==> config.mk <==
export PLATFORM = sky130hd
export DESIGN_NAME = rtdi_divider
export DESIGN_NICKNAME = d
export VERILOG_FILES = /design/src/sv/rtdi_divider.sv
export SDC_FILE = /design/constraint.sdc
export NUM_CORES = 1
export LEC_CHECK = 0
export BUFFER_PORTS_ARGS = -buffer_cell sky130_fd_sc_hd__buf_2
export CAP_MARGIN = 10
export CORE_MARGIN = 4
export CORE_UTILIZATION = 58
export DETAILED_ROUTE_END_ITERATION = 16
export PLACE_DENSITY = 0.82
export SETUP_SLACK_MARGIN = 0.5
export SYNTH_ARGS = -nofsm -noshare
export SYNTH_HDL_FRONTEND = slang
export SYNTH_SLANG_ARGS = --single-unit
==> constraint.sdc <==
create_clock -name clk -period 5.2 [get_ports clk]
set_input_delay 1.04 -clock clk [delete_from_list [all_inputs] [get_ports clk]]
set_output_delay 1.04 -clock clk [all_outputs]
set_load 0.02 [all_outputs]
==> src/sv/rtdi_divider.sv <==
`timescale 1ns / 1ps
// rtdi_divider: shared restoring divider, one quotient bit per cycle.
// Standalone; instantiated by rtd_table_interpolator_core.
module rtdi_divider #(
    parameter int DIV_W = 37,
    parameter int DV_W  = 20,
    parameter int QW    = 20
) (
    input  logic                         clk,
    input  logic                         rst_n,
    input  logic                         start,
    input  logic [$clog2(QW+1)-1:0]      qbits,
    input  logic [DIV_W-1:0]             dividend,
    input  logic [DV_W-1:0]              divisor,
    output logic                         done,
    output logic [QW-1:0]                quotient,
    output logic [DIV_W-1:0]             remainder
);

    localparam int CNT_W = $clog2(QW+1);

    logic             busy_reg, busy_next;
    logic             done_reg, done_next;
    logic [CNT_W-1:0] cnt_reg, cnt_next;
    logic [DIV_W-1:0] rem_reg, rem_next;
    logic [DIV_W-1:0] dsh_reg, dsh_next;
    logic [QW-1:0]    quo_reg, quo_next;
    logic             ge;

    assign ge = rem_reg >= dsh_reg;

    always_comb
    begin
        busy_next = busy_reg;
        done_next = 1'b0;
        cnt_next  = cnt_reg;
        rem_next  = rem_reg;
        dsh_next  = dsh_reg;
        quo_next  = quo_reg;
        if (start)
        begin
            busy_next = 1'b1;
            cnt_next  = qbits;
            rem_next  = dividend;
            dsh_next  = DIV_W'(divisor) << (qbits - 1'b1);
            quo_next  = '0;
        end
        else if (busy_reg)
        begin
            if (ge)
            begin
                rem_next = rem_reg - dsh_reg;
            end
            quo_next = {quo_reg[QW-2:0], ge};
            dsh_next = dsh_reg >> 1;
            cnt_next = cnt_reg - 1'b1;
            if (cnt_reg == CNT_W'(1))
            begin
                busy_next = 1'b0;
                done_next = 1'b1;
            end
        end
    end

    always_ff @(posedge clk or negedge rst_n)
    begin
        if (!rst_n)
        begin
            busy_reg <= 1'b0;
            done_reg <= 1'b0;
            cnt_reg  <= '0;
        end
        else
        begin
            busy_reg <= busy_next;
            done_reg <= done_next;
            cnt_reg  <= cnt_next;
        end
    end

    always_ff @(posedge clk)
    begin
        rem_reg <= rem_next;
        dsh_reg <= dsh_next;
        quo_reg <= quo_next;
    end

    assign done      = done_reg;
    assign quotient  = quo_reg;
    assign remainder = rem_reg;

endmodule

# --- Word level (Yosys, flattened, before mapping) ---
# Cells that the tools add are included.
totals:
  in_bits: 65
  rom_bits: 0
  out_inout_bits: 58
  reg_bits: 101
  elab_cells: 28
  ram_bits: 0
  n_memories: 0
  latch_bits: 0
classes:
  eq_ne: 1
  bitwise_logic: 0
  n_reduce_logical: 3
  mux: 13
  div: 0
  n_addsub: 3
  n_shift: 1
  multipliers: 0
  order_cmp: 1
ops:
  columns: ["op", "count"]
  rows:
  - ["$mux 37", 5]
  - ["$ge 37x37->1", 1]
  - ["$shl 20x5->37", 1]
  - ["$sub 37x37->37", 1]
  - ["$mux 5", 2]
  - ["$sub 5x1->5 const B", 2]
  - ["$mux 1", 6]
  - ["$eq 5x1->1 const B", 1]
  - ["$reduce_bool 2->1", 2]
  - ["$reduce_and 2->1", 1]

# --- Longest topological paths before layout ---
# Gate-level depths: netlist (run 1).
logic_depth:
  ltp_word: 4
  depth_mapped: 13
  mapped_depth_nobuf: 10

# --- Least setup slack after synthesis (run 1) ---
# Ideal clock, no wire load.
synth_path:
  path_kind: "flip-flop to flip-flop"
  from: "register rem_reg[22] (netlist: remainder[22])"
  to: "register rem_reg[0] (netlist: remainder[0]) (enable)"
  arrival_ps: 4049
  path_buffers: 1
  setup_time_ps: 454
  path_slack_ps: 698
  required_ps: 4746
  stages_incl_launch_ff: 10
  synth_period_minus_slack_ps: 4502
  cell_sequence: "edfxtp_1 -> ha_1 -> clkbuf_1 -> nand4_1 -> nor2_1 -> nand2_1 -> o21ai_1 -> o21ai_1 -> a211o_1 -> a31oi_1"
synth_via:
  elab_chain_len: 3
synth_rtl:
  columns: ["element", "line_no", "source"]
  rows:
  - ["start, declared", "25", "logic [DIV_W-1:0] rem_reg, rem_next;"]
  - ["start signal, assigned", "83", "rem_reg <= rem_next;"]
  - ["$ge 37x37->1", "30", "assign ge = rem_reg >= dsh_reg;"]
  - ["$reduce_bool 2->1 (no source line)", null, null]
  - ["$reduce_and 2->1 (no source line)", null, null]
# Every way passes these cells.
# A chain may end at the register's enable or synchronous reset.

# --- Worst setup path in the final report (run 1) ---
layout_path:
  from: "input port qbits[0]"
  to: "register dsh_reg[22] (data pin)"
layout_via:
  elab_chain_len: 3
layout_rtl:
  columns: ["element", "line_no", "source"]
  rows:
  - ["start, declared", "12", "input logic [$clog2(QW+1)-1:0] qbits,"]
  - ["$sub 5x1->5", "45", "dsh_next = DIV_W'(divisor) << (qbits - 1'b1);"]
  - ["$shl 20x5->37", "45", null]
  - ["$mux 37", "40", "if (start)"]
  - ["named net dsh_next[22]", "26", "logic [DIV_W-1:0] dsh_reg, dsh_next;"]
  - ["end signal, assigned", "84", "dsh_reg <= dsh_next;"]
  - ["end, declared", "26", null]
# The timed path passes the listed nets, and every way through them passes these cells.

==> results of run 1 <==
==> critical path: stages <==
cell and delay [ps]:
buf_2 470, inv_1 240, ha_1 1050, mux2i_1 260
o21ai_0 220, mux2i_1 320, o21ai_0 140, a221oi_1 390
a21oi_1 70
==> per-layer routing <==
metal | track usage | vias to the layer above
li1 | - | 3375
met1 | 0.391 | 3211
met2 | 0.416 | 338
met3 | 0.0436 | 37
met4 | 0.0868 | 0
met5 | 0 | -
==> final cells by class <==
class | count | area (sq um)
clock buffer | 9 | 225
clock inverter | 7 | 63.8
fill | 1064 | 4120
inverter | 54 | 203
multi-input combinational | 665 | 4360
sequential | 101 | 2800
tap | 172 | 215
timing repair buffer | 133 | 696
==> power groups by stage <==
stage	logic [mW]	clock network [mW]	registers, mW
floorplan	1.91	0	1.52
global placement	2.77	0	1.35
detailed placement	2.81	0	1.35
CTS	2.84	0.676	1.33
global route	3.19	0.710	1.36
finish	2.89	0.668	1.34
==> cell families after synthesis <==
group / synth area share
multiplexers: 0.0870
flip-flops: 0.371
XOR/XNOR: 0.0407
AND/OR/NAND/NOR: 0.165
buffers and inverters: 0.0543
adder cells (fa/ha/maj): 0.0690
AO/OA/AOI/OAI: 0.213
==> stage by stage <==
stage          cell area [sq um]  setup WS (ps)
2_1_floorplan               7540            698
3_3_place_gp                8270            857
6_report                    8560           1080
5_1_grt                     8560            838
3_5_place_dp                8270            789
4_1_cts                     8560           1180
==> how the worst min path moves through the flow <==
stage	from	to
final	rst_n	cnt_reg[4]
after global routing	rst_n	done
after CTS	rst_n	cnt_reg[1]
after detailed placement	quotient[13]	quotient[13]
after global placement	quotient[19]	quotient[19]
after floorplan	dsh_reg[12]	dsh_reg[11]
==> cell usage in the layout (no fill, tap or decap), drive strengths merged, types with 34 or more instances in the layout <==
cell	instances
a21oi	68
buf	133
edfxtp	74
ha	40
inv	58
mux2i	34
nand2	121
nor2	77
o21ai	85
==> reports/qor.txt, run 1 <==
Status = finished, final reports clean
Vias = 6961
Post-cts resize count = 0
Tmin final = 4120 ps
Mean Syn Cell Area = 8.67 sq um
Die width = 122 um
Placed Cells = 1125
Slew Limit Fails = 0
Worst-path fanout max = 30
Top sig layer = met4
CTS clk-pin slew, worst paths = 70 ps
Post-route DRC = 0
Port Buffers = 122
Total track usage = 0.270
Max-Cap Viols = 0
Post-route ant nets = 0
Routed length on met3 = 1870 um
CP Capture Type = register
Top achievable clock speed = 243 MHz
Combinational power share = 0.590
Sequential power share = 0.273
Crit path from = qbits[0]
Lkg Pwr = 3.78 nW
Reg2Reg Depth = 9
Synth warn = 0
Most common cell in the netlist = nand2_1
Die height = 122 um
Cell Area, Synth = 7540 sq um
Root Buffer = clkbuf_16
Fin. Hold Viols = 0
Crit path to = dsh_reg[22]
Initial antenna violation count = 0
Hold Buf Count CTS = 0
Grt total ovfl = 0
Least-Margin Pin Slew = 1040 ps
IO Pins = 123
Pre-Repair DR Iteration Count = 6
Final std cells w/o fill = 1141
CP arrival = 4220 ps
Pwr Density = 572 nW/um^2
Reg2reg setup slack = 1930 ps
Int Pwr = 2.60 mW
Setup tns final = 0 ps
Core area = 12700 sq um
Hold WC Path Type = in -> async
# diodes = 0
DRT iter0 DRCs = 897
Vias in the first global route = 6318
Pwr Total = 4.89 mW
Cell count after synthesis = 870
CTS tree = built
Layout area overhead = 13.5%
Area leader, netlist = edfxtp_1
Final setup viols = 0
Switching Share = 0.469
CTS H-Tree Depth = 3
# rows = 41
Drt total wl = 20000 um
Share of cells above drive strength 1 = 0.179
Final core utilization = 0.675
Seq/Total Area, Yosys = 0.371
Via/cell ratio = 6.10
Final HPWL DP = 15100 um
WS Path Type = in -> reg
Largest net degree at the start of global routing = 88
Post-synth EDFFs = 74
Global-route wire length before repair = 31800 um
Routed met2 length = 8870 um
WP data required = 5290 ps
Synth Net Count = 976
Final #Nets = 1070
Critical R2R Launch = remainder[10]
Yosys top cell area share = 0.295
FF+latch count, synth = 101
Clock power share = 0.137
Final worst-path cycle share = 0.793
Main area contributors after synthesis = edfxtp_1 29%, ha_1 6.6%, nand2_1 6.0%
Worst setup SP type = input port
Library cells used by synthesis = 63
CTS Buffer Depth = 2
Met1 WL = 8760 um
Placer congestion estimate = 0.974
CTS buffer count = 9
Primary FF master, synth = edfxtp_1
Sw Pwr = 2.29 mW
Initial Util = 0.595
Die ar. = 14900 sq um
Fraction of registers with async set/reset = 0.0693
Worst-Skew Late Latency = 360 ps
Worst Skew = 5.70 ps
Unrepaired setup endpoints after global routing = false
Sink Count = 101
DR WL/cell = 17.5 um
Relative slew slack = 0.306
Maximum vdd drop = 0.000208 V
Hold Slack = 492 ps
Commonest cells in the synthesized netlist = 121 x nand2_1, 81 x o21ai_0, 77 x nor2_1, 74 x edfxtp_1, 67 x a21oi_1
Worst r2r dst = remainder[13]
Setup Fix Bufs, Post-CTS = 0
No activity file was read; power rests on OpenSTA's default activity.
==> inputs of run 2 (changes only) <==
Settings changed: ABC_AREA set to 1, CORE_UTILIZATION 58 to 53, PLACE_DENSITY 0.82 to 0.78.
Clock period 5.2 ns to 3.5 ns, I/O delays scaled along.
==> run 2 against run 1 <==
Against the previous run: clock power rose by 66%; first-iteration DRC count fell by 15%; clock-buffer cell count stayed put; largest power group unchanged.
==> reports/qor.txt, run 2 <==
Status = finished, final reports clean
Layout area overhead = 12.6%
Final setup viols = 0
Mean Syn Cell Area = 6.78 sq um
Dpl ws = 512 ps
Die ar. = 17400 sq um
Most frequent cells in the layout = 395 x nand2_1, 180 x inv_1, 122 x buf_2
WP data required = 3560 ps
Slew Limit Fails = 0
Hold Buf Count CTS = 0
Main area contributors after synthesis = edfxtp_1 27%, nand2_1 18%, inv_1 8.4%
Critical R2R Launch = dsh_reg[27]
Top sig layer = met4
CTS Buffer Depth = 2
Yosys top cell area share = 0.274
CP Capture Type = register
Clock power share = 0.142
Sw Pwr = 3.94 mW
# fillers = 1465
Routed met2 length = 10300 um
Primary FF master, synth = edfxtp_1
Library cells used by synthesis = 48
Initial antenna violation count = 0
Reg2reg setup slack = 720 ps
Critical path's slowest cell = edfxtp_1
Commonest non-fill, non-tap cell in the layout = nand2_1
Max-Cap Viols = 0
Met1 WL = 10600 um
Finished Cell Area = 9140 sq um
Worst r2r dst = remainder[26]
WS Path Type = reg -> reg
Hold Slack = 143 ps
Sink Count = 101
Vias in the first global route = 7442
Final std cells w/o fill = 1487
Most used cell, CP = nand2_1
Post-synth EDFFs = 74
Die height = 132 um
DRT iter0 DRCs = 765
Setup tns final = 0 ps
Switching Share = 0.503
Setup ws final = 719 ps
Final core utilization = 0.619
Reg2Reg Depth = 13
Cell Area, Synth = 8110 sq um
Share of cells above drive strength 1 = 0.134
Global-route wire length before repair = 37400 um
IO Pins = 123
Commonest cells in the synthesized netlist = 395 x nand2_1, 181 x inv_1, 105 x nand3_1, 84 x nor2_1, 74 x edfxtp_1
# rows = 44
Worst-Skew Late Latency = 370 ps
Relative slew slack = 0.262
Synth Net Count = 1302
Pwr Density = 857 nW/um^2
Port Buffers = 122
Maximum vdd drop = 0.000355 V
Placer congestion estimate = 0.968
Post-route DRC = 0
Post-route ant nets = 0
Sequential power share = 0.255
Int Pwr = 3.89 mW
Routed length on met3 = 1590 um
Grt total ovfl = 0
Setup Fix Bufs, Post-CTS = 0
Worst Skew = 12.5 ps
CP arrival = 2840 ps
Via/cell ratio = 5.43
Placed Cells = 1471
Final HPWL DP = 18000 um
Total track usage = 0.264
Unrepaired setup endpoints after global routing = false
Pre-Repair DR Iteration Count = 6
Synth warn = 0
Core area = 14800 sq um
Pwr Total = 7.83 mW
Final worst-path cycle share = 0.795
Combinational power share = 0.604
Fraction of registers with async set/reset = 0.0693
Root Buffer = clkbuf_16
Area leader, netlist = edfxtp_1
CTS clk-pin slew, worst paths = 90 ps
Fin. Hold Viols = 0
Final #Nets = 1404
CTS tree = built
Lkg Pwr = 4.53 nW
Top achievable clock speed = 360 MHz
CTS buffer count = 9
CTS H-Tree Depth = 3
Worst setup SP type = register
Cell count after synthesis = 1196
DR WL/cell = 15.5 um
Initial Util = 0.550
Worst-path cell chain = inv_1 > ha_1 > nand2_1 > nor2_1 > nand2_1 > nor2_1 > nand3_1 > nand3_1 > nor2_1 > nand2_1 > nand2_1 > nand2_1 > buf_12
Crit path largest cell delay = 490 ps
Post-cts resize count = 0
Post-Place Cell Area = 8810 sq um
Die width = 132 um
Worst-path fanout max = 37
Vias = 8076
FF+latch count, synth = 101
Tmin final = 2780 ps
Drt total wl = 23100 um
Largest net degree at the start of global routing = 79
Hold WC Path Type = in -> async
Least-Margin Pin Slew = 1110 ps
# diodes = 0
Most common cell in the netlist = nand2_1
Seq/Total Area, Yosys = 0.345
-- run 2: cell types whose count changed in the layout (fill, tap and decap cells not counted), sizes merged, moves of 10 or more --
| cell | delta |
|---|---|
| or2 | +15 |
| a211oi | -13 |
| mux4 | -12 |
| a21oi | -33 |
| nor2 | +11 |
| o22ai | +10 |
| inv | +132 |
| nand3 | +87 |
| xor2 | -14 |
| a21o | -17 |
| nand2 | +275 |
| o211ai | +14 |
| mux2i | -33 |
-- run 2: critical path: cells and delay by family (launching register included) --
kind                       cells  cell delay (ps)
buffers and inverters          2              340
and+or+nand+nor               10             1220
DFF                            1              490
adders and majority gates      1              380
-- run 2: power by group through the flow --
stage               logic [mW]  clock network [mW]  registers, mW
floorplan                 3.15                   0           2.26
global placement          4.60                   0           2.01
detailed placement        4.64                   0           2.02
CTS                       4.67                1.12           1.99
global route              5.32                1.17           2.03
finish                    4.73                1.11           1.99
-- run 2: how the worst max path moves through the flow --
stage                        from  slack [ps]            end  cells after the start
floorplan           remainder[10]         650   remainder[0]                     11
global placement         qbits[0]         570    dsh_reg[14]                     10
detailed placement       qbits[0]         510    dsh_reg[14]                     10
CTS                   dsh_reg[27]         730  remainder[31]                     13
global route        remainder[20]         510  remainder[25]                     12
finish                dsh_reg[27]         720  remainder[26]                     13
-- run 2: area by class of cell --
type	count	area (sq um)	area share
Sequential cell	101	2800	0.306
Clock buffer	9	225	0.0247
Clock inverter	7	104	0.0114
Timing Repair Buffer	129	676	0.0740
Multi-Input combinational cell	871	4400	0.482
Inverter	186	701	0.0767
Tap cell	184	230	0.0252
-- run 2: layer usage --
layer / global-route usage / up-vias
met5: 0 / -
met4: 0.0957 / 0
met3: 0.0462 / 47
met2: 0.417 / 307
met1: 0.365 / 3616
li1: - / 4106
-- run 2: logic make-up (layout without fill, tap and decap cells) --
kind of cell | count (synthesis) | after routing | synth area share
compound gates | 187 | 187 | 0.136
simple gates | 627 | 627 | 0.322
fa+ha+maj | 41 | 41 | 0.0641
flops | 101 | 101 | 0.345
xor+xnor | 15 | 15 | 0.0194
buf+inv | 224 | 331 | 0.113
mux | 1 | 1 | 0.00123
==> inputs of run 3 (changes only) <==
Settings changed: CORE_UTILIZATION 53 to 59, PLACE_DENSITY 0.78 to 0.82.
Clock period 3.5 ns to 2.76 ns, I/O delays scaled along.
==> run 3 against run 2 <==
Against the previous run: hold slack got worse by 140 ps; critical path depth decreased by 3; via count increased by 8.0%; setup slack got worse by 250 ps; sequential cell count unchanged; sequential power increased by 33%; critical path type unchanged; largest cell class unchanged; largest power group unchanged.
==> reports/qor.txt, run 3 (synthesized netlist as in run 2, its figures left out) <==
Pre-Repair DR Iteration Count = 6
Lkg Pwr = 4.92 nW
Post-route DRC = 0
Top achievable clock speed = 436 MHz
Grt total ovfl = 0
Hold WC Path Type = in -> async
Worst path bufs/invs = 2
Final #Nets = 1461
Die height = 125 um
Vias = 8726
Fin. Hold Viols = 0
Post-route ant nets = 0
Maximum vdd drop = 0.000485 V
Commonest non-fill, non-tap cell in the layout = nand2_1
Final HPWL DP = 18000 um
Most used cell, CP = nand2_8
WP data required = 2840 ps
Least-Margin Pin Slew = 658 ps
Slew Limit Fails = 0
Pwr Total = 12.5 mW
CP Capture Type = register
Global-route wire length before repair = 38800 um
Worst-path cell chain = inv_2 > ha_4 > nand2_1 > nor2_1 > nand2_2 > inv_1 > nand3_2 > nand2_4 > nand2_8 > nand2_8
Top sig layer = met4
Hold Buf Count CTS = 0
Tmin final = 2290 ps
Initial antenna violation count = 0
Routed length on met3 = 2560 um
Status = finished, final reports clean
Relative slew slack = 0.561
# diodes = 0
Worst-Skew Late Latency = 380 ps
Worst-path fanout max = 8
Placer congestion estimate = 0.992
Unrepaired setup endpoints after global routing = true
Port Buffers = 122
Root Buffer = clkbuf_16
Max-Cap Viols = 0
Via/cell ratio = 5.68
IO Pins = 123
Sink Count = 101
# rows = 42
Drt total wl = 25800 um
CP arrival = 2380 ps
Initial Util = 0.608
Final setup viols = 0
CTS buffer count = 9
Worst Skew = 12.2 ps
Final worst-path cycle share = 0.830
Worst setup SP type = register
Die width = 125 um
Critical path's slowest cell = edfxtp_1
Layout area overhead = 29.5%
Die ar. = 15700 sq um
Share of cells above drive strength 1 = 0.274
Largest net degree at the start of global routing = 54
CTS clk-pin slew, worst paths = 90 ps
Total track usage = 0.305
DRT iter0 DRCs = 1150
Setup tns final = 0 ps
CTS tree = built
Core area = 13300 sq um
CTS H-Tree Depth = 3
DR WL/cell = 16.8 um
Routed met2 length = 11900 um
Pwr Density = 1190 nW/um^2
Vias in the first global route = 7834
Most frequent cells in the layout = 354 x nand2_1, 160 x inv_1, 122 x buf_2
Met1 WL = 10300 um
WS Path Type = reg -> reg
CTS Buffer Depth = 2
Worst path top cell family by delay = simple AND/OR/NAND/NOR gates
Crit path largest cell delay = 410 ps
==> run 3: where the power goes <==
| part | leakage, nW | internal (mW) | switching [mW] |
|---|---|---|---|
| clock network | 0.158 | 0.677 | 0.738 |
| registers | 1.06 | 2.25 | 0.400 |
| logic | 3.71 | 3.30 | 5.09 |
==> run 3: cell type report <==
class	instances	area, sq um
well taps	176	220
repair buffers	179	1060
fillers	946	2840
clock buffers	9	225
clock inverters	7	98.8
flip-flops and latches	101	2800
multi-input cells	878	5400
inverters	186	701
==> run 3: worst paths after layout <==
check / from / end / slack, ps / depth (start not counted)
max: dsh_reg[29] / remainder[2] / 470 / 10
min: rst_n / cnt_reg[1] / 0.8 / 1
max reg2reg: dsh_reg[29] / remainder[2] / 470 / 10
min reg2reg: quotient[19] / quotient[19] / 470 / 2
max in group asynchronous: rst_n / busy_reg / 2600 / 1
min in group clk: dividend[6] / remainder[6] / 440 / 3
==> run 3: worst reg2reg max path, stage by stage (launching register included) <==
cell	delay (ps)
edfxtp_1	410
inv_2	80
ha_4	290
nand2_1	110
nor2_1	280
nand2_2	140
inv_1	110
nand3_2	110
nand2_4	120
nand2_8	180
nand2_8	180
==> run 3: layer usage <==
metal	vias up	global-route usage
li1	4239	-
met1	3917	0.412
met2	485	0.488
met3	85	0.0606
met4	0	0.114
met5	-	0
==> run 3: per-stage QoR <==
stage | instances | cell area, sq um | worst slack (ps) | util | hold WS (ps)
after floorplan | 1196 | 8160 | 501 | - | 256
after global placement | 1473 | 8930 | 283 | 0.669 | 396
after detailed placement | 1473 | 8930 | 270 | 0.669 | 401
after CTS | 1507 | 9880 | 502 | 0.740 | 2.69
after global routing | 1536 | 10500 | 436 | 0.787 | 5.39
final | 1536 | 10500 | 469 | 0.787 | 0.765
==> run 3: repair_timing <==
item | in CTS | in global routing
cloned | 7 | 0
pin swaps | 13 | 53
setup buffers | 11 | 29
setup endpoints to repair | 43 | 56
resized for setup | 63 | 115
